**src/hdl/circular_deque_defines.svh**
```systemverilog
// Assertion helpers for the circular deque.
// Both macros expect clk and rst_n in scope.
`ifndef CIRCULAR_DEQUE_DEFINES_SVH
`define CIRCULAR_DEQUE_DEFINES_SVH

`ifndef SYNTHESIS
// same-cycle implication
`define CDQ_ASSERT_NOW(lbl, pre, post) \
    lbl: assert property (@(posedge clk) disable iff (!rst_n) (pre) |-> (post)) \
        else $error("circular_deque: same-cycle check failed");
// next-cycle implication
`define CDQ_ASSERT_NEXT(lbl, pre, post) \
    lbl: assert property (@(posedge clk) disable iff (!rst_n) (pre) |=> (post)) \
        else $error("circular_deque: next-cycle check failed");
`else
`define CDQ_ASSERT_NOW(lbl, pre, post)
`define CDQ_ASSERT_NEXT(lbl, pre, post)
`endif

`endif

```
**src/hdl/cdq_pkg.sv**
```systemverilog
package cdq_pkg;

    localparam int DEPTH  = 128;
    localparam int ADDR_W = $clog2(DEPTH);
    localparam int CNT_W  = $clog2(DEPTH + 1);
    localparam int CAP_W  = 8;
    localparam int DATA_W = 32;
    localparam int LCW    = (CNT_W > CAP_W) ? CNT_W : CAP_W;

    localparam logic [1:0] CMD_PUSH_FRONT = 2'd0;
    localparam logic [1:0] CMD_PUSH_REAR  = 2'd1;
    localparam logic [1:0] CMD_POP_FRONT  = 2'd2;
    localparam logic [1:0] CMD_POP_REAR   = 2'd3;

    localparam logic [1:0] STATUS_DONE  = 2'd0;
    localparam logic [1:0] STATUS_FULL  = 2'd1;
    localparam logic [1:0] STATUS_EMPTY = 2'd2;

    localparam logic [CAP_W-1:0] CAP_RESET = CAP_W'(128);

    typedef struct packed {
        logic              we;
        logic              re;
        logic [ADDR_W-1:0] addr;
        logic [DATA_W-1:0] wdata;
    } mem_req_t;

    typedef struct packed {
        logic [1:0]       status;
        logic [CNT_W-1:0] occ;
        logic             pop;    // successful pop, read data is the answer
    } result_t;

    // zero acts as one, anything above DEPTH acts as DEPTH
    function automatic logic [CNT_W-1:0] live_cap(input logic [CAP_W-1:0] c);
        logic [LCW-1:0] ce;
        ce = LCW'(c);
        if (ce == '0)
            ce = LCW'(1);
        else if (ce > LCW'(DEPTH))
            ce = LCW'(DEPTH);
        return CNT_W'(ce);
    endfunction

endpackage

```
**src/hdl/cdq_ram.sv**
```systemverilog
module cdq_ram (
    input  logic                     clk,
    input  cdq_pkg::mem_req_t        mem_req,
    output logic [cdq_pkg::DATA_W-1:0] rdata
);
    import cdq_pkg::*;

    logic [DATA_W-1:0] slot_mem [DEPTH];
    logic [DATA_W-1:0] rdata_reg;

    always_ff @(posedge clk)
    begin
        if (mem_req.we)
            slot_mem[mem_req.addr] <= mem_req.wdata;
        if (mem_req.re)
            rdata_reg <= slot_mem[mem_req.addr];
    end

    assign rdata = rdata_reg;

endmodule

```
**src/hdl/cdq_ctrl.sv**
```systemverilog
module cdq_ctrl (
    input  logic                       clk,
    input  logic                       rst_n,
    input  logic                       cfg_we,
    input  logic [cdq_pkg::CAP_W-1:0]  cfg_wdata,
    input  logic                       req_fire,
    input  logic [1:0]                 cmd,
    input  logic [cdq_pkg::DATA_W-1:0] value,
    output cdq_pkg::mem_req_t          mem_req,
    output cdq_pkg::result_t           result
);
    import cdq_pkg::*;

    logic [CNT_W-1:0]  cap_reg;
    logic [ADDR_W-1:0] head_reg, head_next;
    logic [ADDR_W-1:0] tail_reg, tail_next;
    logic [CNT_W-1:0]  count_reg, count_next;

    logic              full;
    logic              empty;
    logic [ADDR_W-1:0] cap_m1;
    logic              we;
    logic              re;
    logic [ADDR_W-1:0] addr;

    assign full   = (count_reg >= cap_reg);
    assign empty  = (count_reg == '0);
    assign cap_m1 = ADDR_W'(cap_reg - CNT_W'(1));

    always_comb
    begin
        head_next     = head_reg;
        tail_next     = tail_reg;
        count_next    = count_reg;
        we            = 1'b0;
        re            = 1'b0;
        addr          = '0;
        result.status = STATUS_DONE;
        result.pop    = 1'b0;
        case (cmd)
            CMD_PUSH_FRONT, CMD_PUSH_REAR:
            begin
                if (full)
                    result.status = STATUS_FULL;
                else
                begin
                    we = 1'b1;
                    if (empty)
                    begin
                        head_next = '0;
                        tail_next = '0;
                        addr      = '0;
                    end
                    else if (cmd == CMD_PUSH_FRONT)
                    begin
                        head_next = (head_reg == '0) ? cap_m1 : head_reg - ADDR_W'(1);
                        addr      = head_next;
                    end
                    else
                    begin
                        tail_next = (tail_reg >= cap_m1) ? '0 : tail_reg + ADDR_W'(1);
                        addr      = tail_next;
                    end
                    count_next = count_reg + CNT_W'(1);
                end
            end
            CMD_POP_FRONT, CMD_POP_REAR:
            begin
                if (empty)
                    result.status = STATUS_EMPTY;
                else
                begin
                    re         = 1'b1;
                    result.pop = 1'b1;
                    addr       = (cmd == CMD_POP_FRONT) ? head_reg : tail_reg;
                    if (count_reg == CNT_W'(1))
                    begin
                        head_next  = '0;
                        tail_next  = '0;
                        count_next = '0;
                    end
                    else
                    begin
                        if (cmd == CMD_POP_FRONT)
                            head_next = (head_reg >= cap_m1) ? '0 : head_reg + ADDR_W'(1);
                        else
                            tail_next = (tail_reg == '0) ? cap_m1 : tail_reg - ADDR_W'(1);
                        count_next = count_reg - CNT_W'(1);
                    end
                end
            end
            default:
            begin
                result.status = STATUS_DONE;
            end
        endcase
        result.occ = count_next;
    end

    assign mem_req.we    = we & req_fire;
    assign mem_req.re    = re & req_fire;
    assign mem_req.addr  = addr;
    assign mem_req.wdata = value;

    always_ff @(posedge clk or negedge rst_n)
    begin
        if (!rst_n)
        begin
            cap_reg   <= live_cap(CAP_RESET);
            head_reg  <= '0;
            tail_reg  <= '0;
            count_reg <= '0;
        end
        else if (cfg_we)
        begin
            // new capacity empties the deque
            cap_reg   <= live_cap(cfg_wdata);
            head_reg  <= '0;
            tail_reg  <= '0;
            count_reg <= '0;
        end
        else if (req_fire)
        begin
            head_reg  <= head_next;
            tail_reg  <= tail_next;
            count_reg <= count_next;
        end
    end

endmodule

```
**src/hdl/circular_deque.sv**
```systemverilog
// Double-ended queue in a circular slot memory of cdq_pkg::DEPTH 32-bit words.
// Each request on the slave stream is one command (tuser: push front, push
// rear, pop front, pop rear); each gives exactly one response on the master
// stream with a status, the popped word (zero unless a pop succeeded) and the
// occupancy after the command. The block takes one command per cycle while
// the response path is not stalled: head, tail and count update at the accept
// edge and the single memory access (write for a push, read for a pop) issues
// in that same cycle. A response passes through the response stage, which waits
// on the registered slot memory read data, and then the output register. These
// two keep requests flowing while a response waits. Writing cfg_wdata
// sets the capacity (zero acts as one, above DEPTH acts as DEPTH) and empties
// the deque; write it only while no command is in flight. There is no clearing
// pass after reset: slots are only ever read after a push wrote them.
`include "circular_deque_defines.svh"

module circular_deque (
    input  logic        clk,
    input  logic        rst_n,
    // configuration: capacity
    input  logic        cfg_we,
    input  logic [7:0]  cfg_wdata,
    // command requests
    input  logic        s_tvalid,
    output logic        s_tready,
    input  logic [31:0] s_tdata,   // [31:0] value
    input  logic [1:0]  s_tuser,   // [1:0] cmd
    // responses
    output logic        m_tvalid,
    input  logic        m_tready,
    output logic [39:0] m_tdata,   // [31:0] popped, [39:32] occupancy
    output logic [1:0]  m_tuser    // [1:0] status
);
    import cdq_pkg::*;

    cdq_pkg::mem_req_t mem_req;
    cdq_pkg::result_t  result;
    logic [DATA_W-1:0] rdata;

    logic s_fire;
    logic out_free;
    logic advance;

    // response stage: waits on the memory read data
    logic             pend_valid_reg;
    logic [1:0]       pend_status_reg;
    logic [CNT_W-1:0] pend_occ_reg;
    logic             pend_pop_reg;

    // output register
    logic              out_valid_reg;
    logic [1:0]        out_status_reg;
    logic [DATA_W-1:0] out_popped_reg;
    logic [CNT_W-1:0]  out_occ_reg;

    assign out_free = !out_valid_reg || m_tready;
    assign advance  = pend_valid_reg && out_free;
    assign s_tready = !pend_valid_reg || out_free;
    assign s_fire   = s_tvalid && s_tready;

    cdq_ctrl u_ctrl (
        .clk       (clk),
        .rst_n     (rst_n),
        .cfg_we    (cfg_we),
        .cfg_wdata (cfg_wdata),
        .req_fire  (s_fire),
        .cmd       (s_tuser),
        .value     (s_tdata),
        .mem_req   (mem_req),
        .result    (result)
    );

    cdq_ram u_ram (
        .clk     (clk),
        .mem_req (mem_req),
        .rdata   (rdata)
    );

    always_ff @(posedge clk or negedge rst_n)
    begin
        if (!rst_n)
            pend_valid_reg <= 1'b0;
        else if (s_fire)
            pend_valid_reg <= 1'b1;
        else if (advance)
            pend_valid_reg <= 1'b0;
    end

    always_ff @(posedge clk)
    begin
        if (s_fire)
        begin
            pend_status_reg <= result.status;
            pend_occ_reg    <= result.occ;
            pend_pop_reg    <= result.pop;
        end
    end

    always_ff @(posedge clk or negedge rst_n)
    begin
        if (!rst_n)
            out_valid_reg <= 1'b0;
        else if (advance)
            out_valid_reg <= 1'b1;
        else if (m_tready)
            out_valid_reg <= 1'b0;
    end

    // read data holds while the response stage stalls: no new read issues
    always_ff @(posedge clk)
    begin
        if (advance)
        begin
            out_status_reg <= pend_status_reg;
            out_popped_reg <= pend_pop_reg ? rdata : '0;
            out_occ_reg    <= pend_occ_reg;
        end
    end

    assign m_tvalid = out_valid_reg;
    assign m_tuser  = out_status_reg;
    assign m_tdata  = {8'(out_occ_reg), out_popped_reg};

    // no request may land on a stalled response stage
    `CDQ_ASSERT_NOW(a_no_overrun, s_fire, !(pend_valid_reg && !out_free))
    // an accepted request always occupies the response stage next cycle
    `CDQ_ASSERT_NEXT(a_pend_loaded, s_fire, pend_valid_reg)
    // a refused command never reports a popped word
    `CDQ_ASSERT_NOW(a_refused_zero, out_valid_reg && out_status_reg != STATUS_DONE,
                    out_popped_reg == '0)

endmodule
```
**config.mk**
```make
export PLATFORM = sky130hd
export DESIGN_NAME = circular_deque
export DESIGN_NICKNAME = d
export VERILOG_FILES = /design/src/hdl/cdq_pkg.sv /design/src/hdl/cdq_ram.sv /design/src/hdl/cdq_ctrl.sv /design/src/hdl/circular_deque.sv
export VERILOG_INCLUDE_DIRS = /design/src /design/src/hdl
export SDC_FILE = /design/constraint.sdc
export NUM_CORES = 2
export LEC_CHECK = 0
export BUFFER_PORTS_ARGS = -buffer_cell sky130_fd_sc_hd__buf_2
export CELL_PAD_IN_SITES_DETAIL_PLACEMENT = 0
export CELL_PAD_IN_SITES_GLOBAL_PLACEMENT = 1
export CORE_UTILIZATION = 35
export CTS_BUF_LIST = sky130_fd_sc_hd__clkbuf_2 sky130_fd_sc_hd__clkbuf_4 sky130_fd_sc_hd__clkbuf_8
export DETAILED_ROUTE_END_ITERATION = 12
export GPL_ROUTABILITY_DRIVEN = 0
export PLACE_DENSITY_LB_ADDON = 0.05
export SYNTH_ARGS = -nofsm -noshare
export SYNTH_HDL_FRONTEND = slang
export SYNTH_SLANG_ARGS = --single-unit
```
**constraint.sdc**
```tcl
create_clock -name clk -period 5.5 [get_ports clk]
set_clock_uncertainty 0.05 [all_clocks]
set_input_delay 1.1 -clock clk [delete_from_list [all_inputs] [get_ports clk]]
set_output_delay 1.1 -clock clk [all_outputs]
set_load 0.01 [all_outputs]
```
==> results.md <==
* Antenna violations before repair at approximately 60
* Yosys cell types at 82
* Footprint of the multi-input gates at 0.0364 mm^2
* Clock latency on the worst-skew pair at around 1300 ps
* Share of cells above drive strength 1 at 0.222
* Max reg flops at about 4100
* TritonCTS sink count at ~4200
* Die ar. at around 0.47 mm^2
* Area after DPL at about 0.18 mm^2
* DP HPWL at 351000 um
* Post-Syn Area at ~0.16 mm^2
* Fin cells at between 15000 and 20000
* Number of CTS-inserted buffers at 732
* Post-route DRC at 0
* Vias at between 90000 and 100k
* Top cells by area, synth: edfxtp_1, nand2_1, mux2i_1
* Crit end category: register
* Syn avg cell area at ~16 um^2
* Design area at 0.197 mm^2
* Area growth, synth to finish at 19.7%
* Tot GR Track Use at 0.241
* Worst Setup Path Type: reg -> reg
* Startpoint types: register
* DRT Wirelength at 581000 um
* # rows at about 250
* Mapped Cells at between 10000 and 15000
* Fill cells at ~42000
* Final Setup Violations at 0
* Worst EP required at around 6500 ps
* Largest net degree at the start of global routing at 92
* Vias in the first global route at approximately 100000
* Seq/Total Area, Yosys at 0.768
* Worst reg2reg setup slack at about 110 ps
* Clock Path Buffers at 4
* Max FO, Critical Path at 25
* Largest area contributor in the netlist: edfxtp_1
* P_leak at roughly 63 nW
* Flip-flop and latch area at roughly 0.13 mm^2
* Number of synthesized flops with an enable pin at 4181
* WHS at 151 ps
* IO Pins at 91
* Crit path time final at roughly 5400 ps
* Fmax at between 150 and 200 MHz
* DR vias/cell at 5.45
* Top-area cell type share of the netlist area at 0.763
* Grt ovf at 0
* H-tree depth at 6
* Reg2reg end: u_ram.rdata[21]
* Final Max Tran Viols at 0
* Reg clk slew, reported paths at around 60 ps
* Drt wl/cell at between 30 and 40 um
* Root Buffer: clkbuf_8
* Starting density of the core at 0.352
* Post-DRT Antenna Nets at 0
* Power Density at between 400 and 500 mW/mm^2
* TritonCTS clock tree: built
* Mapped Nets at a little over 10000
* Final #Nets at around 12000
* Ys async rst share at 0.00760
* Chip width at 687 um
* RSZ-0062 raised after global routing: true
* Die H at between 600 and 700 um
* Initial drt markers at approximately 10000
* Hold Crit Class: in -> reg
* Final Hold Fails at 0
* Drt first pass iters at 6
* Slew HR at 0.115
* Crit path DAT at 6350 ps
* Worst Tran Pin Value at around 1300 ps
* PortBufs at 90
* Placed cells at approximately 17000
* Min-delay src: s_tdata[5]
* TNS Setup at 0 ps
* First-pass GRT wire length at between 800000 and 900000 um
* Yosys reg bits at ~4200
* Hold Path Depth at 1
* Maximum VDD drop at about 0.28 mV
* Top_reg_cell synth: edfxtp_1
* Worst r2r src: u_ctrl.cap_reg[2]
* YS warnings at 0
* Status: completed
* Max Cap Violations at 0
* Placeable core area at between 0.4 and 0.5 mm^2
* Worst Hold End: u_ram.slot_mem[119][5]
* Period utilization at 0.980
* Reg2reg path depth at 17
* Total power at 88.8 mW
-- cell families (layout without fill, tap and decap cells) --
kind of cell | Yosys count | after routing | synth area share
simple gates | 3181 | 3181 | 0.0863
fa+ha+maj | 25 | 25 | 0.00186
compound gates | 1398 | 1398 | 0.0603
xor+xnor | 28 | 28 | 0.00157
other cells | 0 | 24 | 0
flops | 4213 | 4213 | 0.768
buf+inv | 729 | 2422 | 0.0191
mux | 749 | 749 | 0.0626
-- per-stage QoR --
step,worst slack [ps],util
after floorplan,-637,-
after global placement,-842,0.390
after detailed placement,-569,0.390
after CTS,7.85,0.420
after global routing,-120,0.421
final,111,0.421
-- routing by layer --
layer  up-vias  global-route usage  share of wire
met5         -                   0       0.000069
met4         6              0.0577          0.024
met3       713              0.0314          0.053
met2      3042               0.393           0.48
met1     52669               0.342           0.45
li1      43021                   -              -
-- worst max-delay path, cell delays in order, from the launching register on --
cell and delay, ps:
dfrtp_1 500, inv_1 110, ha_1 320, a211oi_1 250, o21ai_1 200, a211o_1 370
a2111oi_0 490, a32oi_2 270, buf_12 210, and2_2 280, buf_4 300, buf_4 310
a32oi_4 350, nand4_1 420, buf_4 280, o21ai_1 70, buf_4 180, nor3_1 60
-- worst max path at each step --
stage | end | startpoint | cells past startpoint
2_1_floorplan | u_ram.slot_mem[85][0] | s_tuser[1] | 13
3_3_place_gp | u_ram.rdata[19] | u_ctrl.cap_reg[1] | 19
3_5_place_dp | u_ram.rdata[30] | u_ctrl.cap_reg[1] | 17
4_1_cts | u_ram.rdata[21] | u_ctrl.cap_reg[1] | 23
5_1_grt | u_ram.slot_mem[26][7] | u_ctrl.cap_reg[1] | 12
6_report | u_ram.rdata[21] | u_ctrl.cap_reg[2] | 17
-- cell usage in the layout, fill, tap and decap left out, types with 34 or more instances in the layout --
cell type / netlist / final
buf_12: 0 / 305
nor2_4: 1 / 130
and2_1: 40 / 34
a211oi_1: 162 / 162
o221ai_1: 35 / 35
a32oi_1: 160 / 146
buf_2: 201 / 58
a221oi_1: 62 / 59
nor2_1: 176 / 47
a22oi_1: 65 / 65
nand3_1: 944 / 933
nand2_1: 1610 / 1606
clkbuf_8: 0 / 744
buf_4: 29 / 699
clkbuf_4: 0 / 280
a311oi_1: 160 / 155
and3_1: 142 / 142
a21oi_1: 367 / 359
edfxtp_1: 4181 / 4181
buf_6: 5 / 34
mux2i_1: 523 / 519
nor4_1: 42 / 41
o22ai_1: 79 / 78
nor3_1: 115 / 111
mux4_2: 223 / 223
nand4_1: 70 / 70
o211ai_1: 191 / 191
clkinv_1: 1 / 172
-- layout make-up --
class / count / share of cell area
flip-flops and latches: 4213 / 0.642
clock inverters: 258 / 0.00758
well taps: 6198 / 0.0394
multi-input cells: 5381 / 0.185
inverters: 25 / 0.000477
diodes: 24 / 0.000305
repair buffers: 1115 / 0.0625
clock buffers: 1024 / 0.0627
-- what timing repair did --
action	CTS	global route
hold buffers	13	0
buffers inserted	9	1
endpoints found under the hold margin	40	0
setup endpoints to repair	23	296
gates cloned	0	3
gates resized for setup	30	25
pin swaps	4	7
-- power breakdown --
group | internal, mW | total, mW | leakage [nW] | switching [mW]
registers | 35.7 | 35.9 | 38.0 | 0.217
logic | 8.74 | 25.1 | 18.0 | 16.3
clock network | 14.7 | 27.7 | 7.32 | 13.0
-- synth_stat cells, types with 13 or more instances --
cell type  count
o21ai_0       31
xnor2_1       18
buf_2        201
a31oi_1       13
mux2i_1      523
nor3_1       115
buf_4         29
o21ai_1       31
a221oi_1      62
and3_1       142
mux4_2       223
o22ai_1       79
and2_1        40
nor4_1        42
nand3_1      944
edfxtp_1    4181
nor2_1       176
a21oi_1      367
nand2_1     1610
buf_1         75
o221ai_1      35
clkbuf_1     394
a32oi_1      160
inv_1         23
dfrtp_1       31
a211oi_1     162
o211ai_1     191
ha_1          22
nand4_1       70
a311oi_1     160
a22oi_1       65
Power figures use the tool's default switching activity.
